==> config.mk <==
export PLATFORM = sky130hd
export DESIGN_NAME = vbf_pole_cell
export DESIGN_NICKNAME = d
export VERILOG_FILES = /design/src/design/vbf_pkg.sv /design/src/design/vbf_pole_cell.sv
export SDC_FILE = /design/constraint.sdc
export NUM_CORES = 2
export LEC_CHECK = 0
export BUFFER_PORTS_ARGS = -buffer_cell sky130_fd_sc_hd__buf_2
export CAP_MARGIN = 40
export CORE_AREA = 2 2 222 224
export DETAILED_ROUTE_END_ITERATION = 16
export DIE_AREA = 0 0 224 226
export HOLD_SLACK_MARGIN = 0.03
export PLACE_DENSITY_LB_ADDON = 0.08
export SLEW_MARGIN = 5
export SYNTH_ARGS = -nofsm -noshare
export SYNTH_HDL_FRONTEND = slang
export SYNTH_SLANG_ARGS = --single-unit
==> constraint.sdc <==
create_clock -name clock -period 14.7 [get_ports clock]
set_input_delay 0 -clock clock [delete_from_list [all_inputs] [get_ports clock]]
set_output_delay 0 -clock clock [all_outputs]
set_load 0.03 [all_outputs]
==> src/design/vbf_pkg.sv <==
// vbf_pkg: shared types, constants and fixed-point helpers for the voice band filter chain
// no dependencies; imported by the interfaces, the cells and the top level
package vbf_pkg;

   localparam int STAGES_DEF    = 4;
   localparam int FRAC_BITS_DEF = 20;
   localparam int COEF_BITS     = 20;
   localparam int STATE_W       = 32;
   localparam int SAMPLE_W      = 16;
   localparam int ALPHA_W       = 21;
   localparam int TAP_W         = 24;
   localparam int CSR_DATA_W    = 24;
   localparam int CSR_INDEX_W   = 4;
   localparam int ENABLE_W      = 3;
   localparam int NUM_REGS      = 8;

   typedef logic signed [STATE_W-1:0]  state_type;
   typedef logic signed [TAP_W-1:0]    tap_type;
   typedef logic        [ALPHA_W-1:0]  alpha_type;
   typedef logic signed [SAMPLE_W-1:0] sample_type;

   typedef struct packed {
      logic      valid;
      state_type x;
   } tok_type;

   typedef enum logic [CSR_INDEX_W-1:0] {
      REG_ENABLES  = 4'd0,
      REG_HP_ALPHA = 4'd1,
      REG_LP_ALPHA = 4'd2,
      REG_PEAK_B0  = 4'd3,
      REG_PEAK_B1  = 4'd4,
      REG_PEAK_B2  = 4'd5,
      REG_PEAK_A1  = 4'd6,
      REG_PEAK_A2  = 4'd7
   } reg_index_type;

   typedef enum logic [3:0] {
      S_IDLE = 4'b0001,
      S_RUN  = 4'b0010,
      S_MUL  = 4'b0100,
      S_OUT  = 4'b1000
   } ctrl_state_type;

   localparam int EN_HP   = 0;
   localparam int EN_LP   = 1;
   localparam int EN_PEAK = 2;

   localparam logic signed [63:0] ROUND_HALF = 64'sd1 <<< (COEF_BITS - 1);
   localparam logic signed [63:0] STATE_MAX  = 64'sd2147483647;
   localparam logic signed [63:0] STATE_MIN  = -64'sd2147483648;

   // round to nearest, ties up
   function automatic logic signed [63:0] round_q(input logic signed [63:0] p);
      round_q = (p + ROUND_HALF) >>> COEF_BITS;
   endfunction

   function automatic state_type sat32(input logic signed [63:0] v);
      if (v > STATE_MAX) begin
         sat32 = STATE_MAX[STATE_W-1:0];
      end else if (v < STATE_MIN) begin
         sat32 = STATE_MIN[STATE_W-1:0];
      end else begin
         sat32 = v[STATE_W-1:0];
      end
   endfunction

endpackage

==> src/design/vbf_pole_cell.sv <==
// vbf_pole_cell: one one-pole stage (high-pass or low-pass) holding its own history
// depends on vbf_pkg; chained by voice_band_filter_chain
module vbf_pole_cell #(
   parameter bit HIGHPASS = 1'b1
) (
   input  logic              clock,
   input  logic              reset,
   input  logic              clear,
   input  logic              enable,
   input  vbf_pkg::alpha_type alpha,
   input  vbf_pkg::tok_type  tok_in,
   output vbf_pkg::tok_type  tok_out
);
   import vbf_pkg::*;

   state_type yprev_ff;
   state_type y_in;
   tok_type   tok_ff;
   logic signed [63:0] alpha_ext;
   logic               take;

   assign alpha_ext = $signed({43'd0, alpha});
   assign take      = tok_in.valid && enable;

   generate
      if (HIGHPASS) begin : g_hp
         state_type          xprev_ff;
         logic signed [63:0] d;
         logic signed [63:0] prod;
         assign d    = 64'(yprev_ff) + 64'(tok_in.x) - 64'(xprev_ff);
         assign prod = d * alpha_ext;
         assign y_in = sat32(round_q(prod));
         always_ff @(posedge clock) begin
            if (reset || clear) begin
               xprev_ff <= '0;
            end else if (take) begin
               xprev_ff <= tok_in.x;
            end
         end
      end else begin : g_lp
         logic signed [63:0] d;
         logic signed [63:0] prod;
         assign d    = 64'(tok_in.x) - 64'(yprev_ff);
         assign prod = d * alpha_ext;
         assign y_in = sat32(64'(yprev_ff) + round_q(prod));
      end
   endgenerate

   always_ff @(posedge clock) begin
      if (reset || clear) begin
         yprev_ff <= '0;
      end else if (take) begin
         yprev_ff <= y_in;
      end
   end

   always_ff @(posedge clock) begin
      if (reset) begin
         tok_ff.valid <= 1'b0;
      end else begin
         tok_ff.valid <= tok_in.valid;
      end
      tok_ff.x <= enable ? y_in : tok_in.x;
   end

   assign tok_out = tok_ff;

endmodule

==> flow_metrics.py <==
metrics = {
    "grt": {
        "grt_pass1_wl_um": 141000,
        "antenna_found_initial": 2,
        "grtUsageTotal": 0.359,
        "grt_max_degree": 62,
        "overflow": 0,
        "grt_pass1_vias": 27500,
    },
    "status": {
        "status": "finished, final reports clean",
    },
    "routing": {
        "firstDrtPassIters": 7,
        "wirelength_um": 85500,
        "drcViolationCount": 0,
        "wl_per_cell_um": 19.9,
        "vias_per_cell": 5.76,
        "drt_iter0_drc": 1485,
        "vias": 24700,
        "antenna_left": 0,
    },
    "yosys": {
        "ys_async_sr_fraction": 0,
        "avgSynthCellArea_um2": 8.72,
        "yosys-top-cells-area": "fa_1 (45%), inv_1 (11%), ha_1 (9.0%)",
        "netlist.area_leader.share": 0.452,
        "synth_edf_count": 0,
        "synth_cell_type_count": 73,
        "syn-num-nets": 4675,
        "syn_inst": 3664,
        "ys.flop_type": "dfxtp_1",
        "ys.warnings.count": 0,
        "ys_ff_latch": 97,
        "yosys-top-cells-count": "inv_1 (900), fa_1 (722), nand2_1 (541)",
        "seq_area_frac_synth": 0.0608,
        "synth_area_leader_cell": "fa_1",
        "yosys.cell_count.top_type": "inv_1",
        "syn_area_um2": 32000,
    },
    "placed_design": {
        "port_buffers": 90,
        "pre_cts_ws_ps": 2880,
        "globalplace.congestion": 0.929,
        "placed_cells": 4237,
        "hpwl_um": 66600,
    },
    "timing": {
        "setup_tns_ps": 0,
        "hold_violations": 0,
        "slew_headroom": 0.305,
        "setup_ws_ps": 2810,
        "worstMarginPinSlew_ps": 1040,
        "fmax_mhz": 84.1,
        "finClkSkew_ps": 11.3,
        "rsz0062_at_grt": "no",
        "finalCriticalPeriod_ps": 11890,
        "min_period_over_period": 0.809,
        "setup_viol": 0,
        "maxSlewViolCount": 0,
    },
    "cts": {
        "htreeDepth": 3,
        "numCtsBuffers": 9,
        "cts_tree": "done",
        "clock_latency_ps": 350,
        "postCtsHoldBufs": 35,
        "cts_setup_buffers": 0,
        "path_clk_slew_ps": 70,
        "cts_sinks": 97,
        "cts_root_buffer": "clkbuf_16",
        "clockBufferDepth": 2,
        "post_cts_resized": 0,
    },
    "critical_path": {
        "cp_max_fo": 27,
        "worstSetupPathType": "reg2reg",
        "critical_path.most_common_cell": "fa_1",
        "required_ps": 14880,
        "crit_start": "yprev_ff[0]",
        "cp_slowest_cell": "fa_1",
        "crit_arrival_ps": 12070,
        "r2r_start": "yprev_ff[0]",
        "max_stage_delay_ps": 580,
        "critPathCaptureType": "register",
        "crit_path_start_kind": "register",
    },
    "final_layout": {
        "area_delta_synth_final_pct": 5.34,
        "antenna_cells": 0,
        "drive_above_1_share": 0.0570,
        "stdcell_count": 4288,
        "final_nets": 4672,
    },
    "floorplanning": {
        "dieHeight_um": 226,
        "core_area_um2": 48300,
        "io_pins": 91,
        "start_util": 0.661,
        "die_area_um2": 50600,
        "row_count": 81,
        "die_w_um": 224,
    },
    "min_path": {
        "min_from": "enable",
        "hold_path_class": "in2reg",
    },
    "run": {
        "cap_violations": 0,
    },
}
-- state kept, by name (all words and copies together) (netlist names) --
name           count
g_hp.xprev_ff     32
yprev_ff          32
tok_out           33
-- through the flow --
| step | instance area, µm² | hold WS (ps) | util |
|---|---|---|---|
| finish | 33700 | 279 | 0.696 |
| detailed placement | 33000 | 190 | 0.683 |
| floorplan | 32000 | 71.6 | - |
| global placement | 32900 | 181 | 0.681 |
| CTS | 33700 | 258 | 0.696 |
| global route | 33700 | 302 | 0.696 |
-- metal layers --
metal  track usage  vias to the layer above  part of all wire
met2         0.645                      958              0.51
met3        0.0444                      356             0.060
met4         0.180                        0             0.060
li1              -                    10800                 -
met1         0.425                    12500              0.37
met5             0                        -                 0
-- worst max-delay path, delay by kind of cell (launching register included) --
kind | cells | cell delay [ps]
compound gates | 16 | 4230
buf+inv | 7 | 1050
xor+xnor | 2 | 520
fa+ha+maj | 11 | 4830
flops | 1 | 310
simple gates | 4 | 730
-- path summary, 6_finish.rpt --
check | endpoint | slack, ps | cells after the start
min | tok_out[27] | 280 | 3
max reg2reg | yprev_ff[0] | 2810 | 40
max | yprev_ff[0] | 2810 | 40
min reg2reg | g_hp.xprev_ff[1] | 470 | 2
-- placed cells by master, fill, tap and decap left out, drive strengths merged, types with 13 or more instances in the layout --
| master | synthesis | final |
|---|---|---|
| dfxtp | 97 | 97 |
| o21ai | 52 | 52 |
| nand2 | 541 | 541 |
| dlygate4sd3 | 0 | 35 |
| and2 | 337 | 337 |
| xnor2 | 75 | 75 |
| nand3 | 21 | 21 |
| a221oi | 30 | 30 |
| inv | 900 | 902 |
| nand4 | 16 | 16 |
| a21oi | 158 | 158 |
| a21o | 34 | 34 |
| xor2 | 33 | 33 |
| fa | 722 | 722 |
| nor3 | 13 | 13 |
| nor2 | 66 | 66 |
| ha | 231 | 231 |
| o21bai | 18 | 18 |
| buf | 23 | 141 |
-- final cells by class --
type,count,area [µm²]
Multi-Input combinational cell,2477,26000
Sequential cell,97,1940
Timing Repair Buffer,176,1270
Fill cell,3869,14700
Inverter,900,3380
Tap cell,622,778
Clock buffer,11,243
Clock inverter,5,38.8
-- kinds of logic after synthesis --
family / after synthesis / share of synthesized area
buffers and inverters: 1090 / 0.130
AO/OA/AOI/OAI: 378 / 0.0817
XOR/XNOR: 108 / 0.0298
AND/OR/NAND/NOR: 1037 / 0.155
flip-flops: 97 / 0.0608
adder cells (fa/ha/maj): 954 / 0.543
Power is left out: the tool's default activity adds up to more than one toggle a clock period on the data nets, which glitch-free logic cannot reach.
