==> src/design/vbf_pkg.sv <==
// vbf_pkg: shared types, constants and fixed-point helpers for the voice band filter chain
// no dependencies; imported by the interfaces, the cells and the top level
package vbf_pkg;

   localparam int STAGES_DEF    = 4;
   localparam int FRAC_BITS_DEF = 20;
   localparam int COEF_BITS     = 20;
   localparam int STATE_W       = 32;
   localparam int SAMPLE_W      = 16;
   localparam int ALPHA_W       = 21;
   localparam int TAP_W         = 24;
   localparam int CSR_DATA_W    = 24;
   localparam int CSR_INDEX_W   = 4;
   localparam int ENABLE_W      = 3;
   localparam int NUM_REGS      = 8;

   typedef logic signed [STATE_W-1:0]  state_type;
   typedef logic signed [TAP_W-1:0]    tap_type;
   typedef logic        [ALPHA_W-1:0]  alpha_type;
   typedef logic signed [SAMPLE_W-1:0] sample_type;

   typedef struct packed {
      logic      valid;
      state_type x;
   } tok_type;

   typedef enum logic [CSR_INDEX_W-1:0] {
      REG_ENABLES  = 4'd0,
      REG_HP_ALPHA = 4'd1,
      REG_LP_ALPHA = 4'd2,
      REG_PEAK_B0  = 4'd3,
      REG_PEAK_B1  = 4'd4,
      REG_PEAK_B2  = 4'd5,
      REG_PEAK_A1  = 4'd6,
      REG_PEAK_A2  = 4'd7
   } reg_index_type;

   typedef enum logic [3:0] {
      S_IDLE = 4'b0001,
      S_RUN  = 4'b0010,
      S_MUL  = 4'b0100,
      S_OUT  = 4'b1000
   } ctrl_state_type;

   localparam int EN_HP   = 0;
   localparam int EN_LP   = 1;
   localparam int EN_PEAK = 2;

   localparam logic signed [63:0] ROUND_HALF = 64'sd1 <<< (COEF_BITS - 1);
   localparam logic signed [63:0] STATE_MAX  = 64'sd2147483647;
   localparam logic signed [63:0] STATE_MIN  = -64'sd2147483648;

   // round to nearest, ties up
   function automatic logic signed [63:0] round_q(input logic signed [63:0] p);
      round_q = (p + ROUND_HALF) >>> COEF_BITS;
   endfunction

   function automatic state_type sat32(input logic signed [63:0] v);
      if (v > STATE_MAX) begin
         sat32 = STATE_MAX[STATE_W-1:0];
      end else if (v < STATE_MIN) begin
         sat32 = STATE_MIN[STATE_W-1:0];
      end else begin
         sat32 = v[STATE_W-1:0];
      end
   endfunction

endpackage

==> src/design/vbf_peak_cell.sv <==
// vbf_peak_cell: peaking biquad, five taps through one shared multiplier
// depends on vbf_pkg; last cell of the chain in voice_band_filter_chain
module vbf_peak_cell (
   input  logic             clock,
   input  logic             reset,
   input  logic             clear,
   input  logic             enable,
   input  vbf_pkg::tap_type b0,
   input  vbf_pkg::tap_type b1,
   input  vbf_pkg::tap_type b2,
   input  vbf_pkg::tap_type a1,
   input  vbf_pkg::tap_type a2,
   input  vbf_pkg::tok_type tok_in,
   output vbf_pkg::tok_type tok_out
);
   import vbf_pkg::*;

   localparam logic [2:0] PH_LAST = 3'd5;

   state_type          x1_ff, x2_ff, y1_ff, y2_ff, xin_ff;
   logic               run_ff;
   logic [2:0]         ph_ff;
   logic signed [63:0] prod_ff;
   logic               sub_ff;
   logic signed [63:0] acc_ff;
   logic signed [63:0] acc_in;
   tap_type            coef;
   state_type          oper;
   state_type          y_in;
   tok_type            tok_ff;

   always_comb begin
      case (ph_ff)
         3'd0: begin coef = b0; oper = xin_ff; end
         3'd1: begin coef = b1; oper = x1_ff;  end
         3'd2: begin coef = b2; oper = x2_ff;  end
         3'd3: begin coef = a1; oper = y1_ff;  end
         3'd4: begin coef = a2; oper = y2_ff;  end
         default: begin coef = '0; oper = '0; end
      endcase
   end

   assign acc_in = sub_ff ? (acc_ff - prod_ff) : (acc_ff + prod_ff);
   assign y_in   = sat32(round_q(acc_in));

   always_ff @(posedge clock) begin
      prod_ff <= 64'(coef) * 64'(oper);
      sub_ff  <= (ph_ff >= 3'd3);
      if (reset) begin
         run_ff       <= 1'b0;
         ph_ff        <= '0;
         tok_ff.valid <= 1'b0;
      end else begin
         tok_ff.valid <= 1'b0;
         if (tok_in.valid) begin
            if (enable) begin
               run_ff <= 1'b1;
               ph_ff  <= '0;
               xin_ff <= tok_in.x;
               acc_ff <= '0;
            end else begin
               tok_ff.valid <= 1'b1;
               tok_ff.x     <= tok_in.x;
            end
         end else if (run_ff) begin
            ph_ff <= ph_ff + 3'd1;
            if (ph_ff != 3'd0) begin
               acc_ff <= acc_in;
            end
            if (ph_ff == PH_LAST) begin
               run_ff       <= 1'b0;
               tok_ff.valid <= 1'b1;
               tok_ff.x     <= y_in;
            end
         end
      end
   end

   always_ff @(posedge clock) begin
      if (reset || clear) begin
         x1_ff <= '0;
         x2_ff <= '0;
         y1_ff <= '0;
         y2_ff <= '0;
      end else if (run_ff && ph_ff == PH_LAST) begin
         x2_ff <= x1_ff;
         x1_ff <= xin_ff;
         y2_ff <= y1_ff;
         y1_ff <= y_in;
      end
   end

   assign tok_out = tok_ff;

   assert property (@(posedge clock) disable iff (reset) tok_in.valid |-> !run_ff)
      else $error("biquad started while busy");
   assert property (@(posedge clock) disable iff (reset) run_ff |-> ph_ff <= PH_LAST)
      else $error("biquad phase out of range");
   assert property (@(posedge clock) disable iff (reset)
                    (run_ff && ph_ff == PH_LAST) |=> tok_out.valid)
      else $error("biquad result missing");

endmodule

==> config.mk <==
export PLATFORM = sky130hd
export DESIGN_NAME = vbf_peak_cell
export DESIGN_NICKNAME = d
export VERILOG_FILES = /design/src/design/vbf_pkg.sv /design/src/design/vbf_peak_cell.sv
export SDC_FILE = /design/constraint.sdc
export NUM_CORES = 2
export LEC_CHECK = 0
export ABC_AREA = 1
export BUFFER_PORTS_ARGS = -buffer_cell sky130_fd_sc_hd__buf_2
export CAP_MARGIN = 20
export CORE_MARGIN = 5
export CORE_UTILIZATION = 53
export DETAILED_ROUTE_END_ITERATION = 6
export PLACE_DENSITY = 0.7
export SYNTH_ARGS = -nofsm -noshare
export SYNTH_HDL_FRONTEND = slang
export SYNTH_SLANG_ARGS = --single-unit
==> constraint.sdc <==
create_clock -name clock -period 9.9 [get_ports clock]
set_input_delay 1.98 -clock clock [delete_from_list [all_inputs] [get_ports clock]]
set_output_delay 1.98 -clock clock [all_outputs]
set_load 0.03 [all_outputs]
==> out/metrics.yaml <==
yosys:
  synthTopCellsByArea: "fa_1 (32%), nand2_1 (13%), inv_1 (11%), edfxtp_1 (7.9%), dfxtp_1 (7.8%)"
  ys_warn_count: 0
  postSynthAreaPerCell_sq_um: 7.52
  synth.most_common_cell: "nand2_1"
  async_flop_share_pct: 0
  synth_cell_types: 55
  synthTopCellsByCount: "nand2_1 (1670), inv_1 (1430), fa_1 (785), nor2_1 (638), ha_1 (219)"
  yosysTopAreaCell: "fa_1"
  synth-edff-count: 128
  ys.flop_type: "dfxtp_1"
  synth_seq_area_share_pct: 15.7
  synth_cells: 6472
  ys_ff_latch: 318
  synth_area_sq_mm: 0.0487
  syn-num-nets: 7633
  synth_top_area_share_pct: 32.3
setup_path:
  cp_max_fo: 26
  critical_path_class: "register to register"
  cp_common_cell: "fa_1"
  critPathLaunchType: "register"
  cp_slowest_stage_delay_ns: 0.55
  crit_cells: 33
  reg2regPathDepth: 33
  required_ns: 10.33
  critPathArrivalTime_ns: 9.85
  cpMaxStageDelayCell: "fa_1"
  worstSetupEndpointType: "register"
  path_buf_inv: 10
  crit_family: "adder cells"
placed_design:
  gp_congestion: 0.994
  numPortBuffers: 189
  dp.cells: 7787
  hpwl_um: 134000
clock_network:
  clock_latency_ns: 0.56
  cts-root-buf: "clkbuf_16"
  cts_hold_buf: 0
  cts_setup_buffers: 0
  cts_sinks: 318
  clkTransAtPathRegs_ns: 0.06
  cts_repair_resize_count: 0
  cts_buffers: 36
  htreeDepth: 2
  cts_max_path_buffers: 3
  cts_tree: "built"
finish:
  syn2layout_area_growth_pct: 8.33
  fin_nets: 7801
  instances_no_fill: 7856
  drive_gt1_share_pct: 9.54
die:
  fp.dieH_um: 313
  ios: 190
  core_sq_mm: 0.0914
  start_util_pct: 53.3
  die_area_sq_mm: 0.0980
  die_w_um: 313
  num_rows: 111
timing:
  rsz0062_at_grt: "no"
  finalHoldViolCount: 0
  setup_viol: 0
  finalClockSkew_ns: 0.0200
  finalCriticalPeriod_ns: 9.42
  slew_violations: 0
  fin_crit_sh_pct: 95.2
  tightestPinTransition_ns: 1.05
  max_freq_ghz: 0.106
  timing.max_slew.rel_slack_pct: 30.3
global_routing:
  grt_pass1_vias: 42500
  grt.total_usage_pct: 32.4
  grt_pass1_wl_um: 245000
  grt_max_degree: 126
  overflow: 0
  antenna_found_initial: 5
routing:
  vias: 42800
  drt-initial-drc-count: 3978
  wl_per_cell_um: 20.4
  wl_um: 160000
  postRouteAntennaNets: 0
  avgViaCountPerCell: 5.44
  drc: 0
  dr.pass1.iters: 6
job:
  drv_cap: 0
min_path:
  hp-class: "register to register"
  hold-path-cell-count: 2
run_status:
  outcome: "finished, final reports clean"
[area by class of cell]
cell class	count	area, sq um
Sequential cell	318	7650
Multi-Input combinational cell	4453	34600
Clock inverter	12	83.8
Fill cell	8580	38700
Inverter	1474	5540
Timing Repair Buffer	357	2310
Antenna cell	3	7.51
Clock buffer	53	1050
Tap cell	1186	1480
[sequential cells by signal (all words and copies together) (netlist names)]
signal,cells
tok_out,33
ph_ff,3
y2_ff,32
prod_ff,56
x1_ff,32
acc_ff,64
xin_ff,32
y1_ff,32
run_ff,1
sub_ff,1
x2_ff,32
[placed cells by master (no fill, tap or decap), types with 24 or more instances in the layout]
cell type  instances
nand2_1         1670
inv_1           1426
fa_1             785
nor2_1           635
ha_1             218
a21oi_1          215
dfxtp_1          190
buf_2            189
buf_4            160
nand3_1          136
edfxtp_1         128
o21ai_0          113
nand2_2          113
xor2_1            95
xnor2_1           56
a221oi_1          50
and2_1            46
a211oi_1          46
clkbuf_16         36
nor3_1            33
nand4_1           33
o21ai_1           31
inv_2             25
a32o_1            24
[logic make-up after synthesis]
kind of cell | share of synthesized area (%)
DFF | 15.7
xor gates and xnor gates | 2.72
AOI/OAI and AO/OA | 6.89
adders and majority gates | 37.9
and+or+nand+nor | 23.4
buffers and inverters | 13.3
[metal layers]
metal  wire length (um)  part of all wire [%]  track usage [%]  up-vias
li1                   -                     -                -    19600
met1              62800                    39             42.8    20700
met2              73200                    46             51.7     2004
met4               8530                   5.3             14.1        6
met3              16000                    10             7.21      402
met5                 41                 0.026                0        -
[final timing paths]
path,startpoint,to,slack (ns)
max reg2reg,ph_ff[0],prod_ff[52],0.48
max,ph_ff[0],prod_ff[52],0.48
min reg2reg,y2_ff[12],y2_ff[12],0.46
min,y2_ff[12],y2_ff[12],0.46
[worst register-to-register path: cells and delay by family (launching register included)]
kind | cells | cell delay, ns
AOI/OAI and AO/OA | 9 | 2.07
xor gates and xnor gates | 1 | 0.15
adders and majority gates | 9 | 3.98
buffers and inverters | 10 | 1.84
DFF | 1 | 0.38
and+or+nand+nor | 4 | 0.88
[through the flow]
stage                     worst slack [ns]  hold WS (ns)  setup TNS, ns  util, %  instance area (sq um)
after global routing                0.0576         0.470              0     57.7                  52700
final                                0.478         0.460              0     57.7                  52700
after detailed placement           -0.0946         0.446        -0.0946     56.4                  51500
after floorplan                      0.931         0.435              0        -                  48700
after global placement            -0.00415         0.445       -0.00415     56.4                  51500
after CTS                            0.231         0.459              0     57.6                  52700
Power is left out: the tool's default activity adds up to more than one toggle a clock period on the data nets, which glitch-free logic cannot reach.
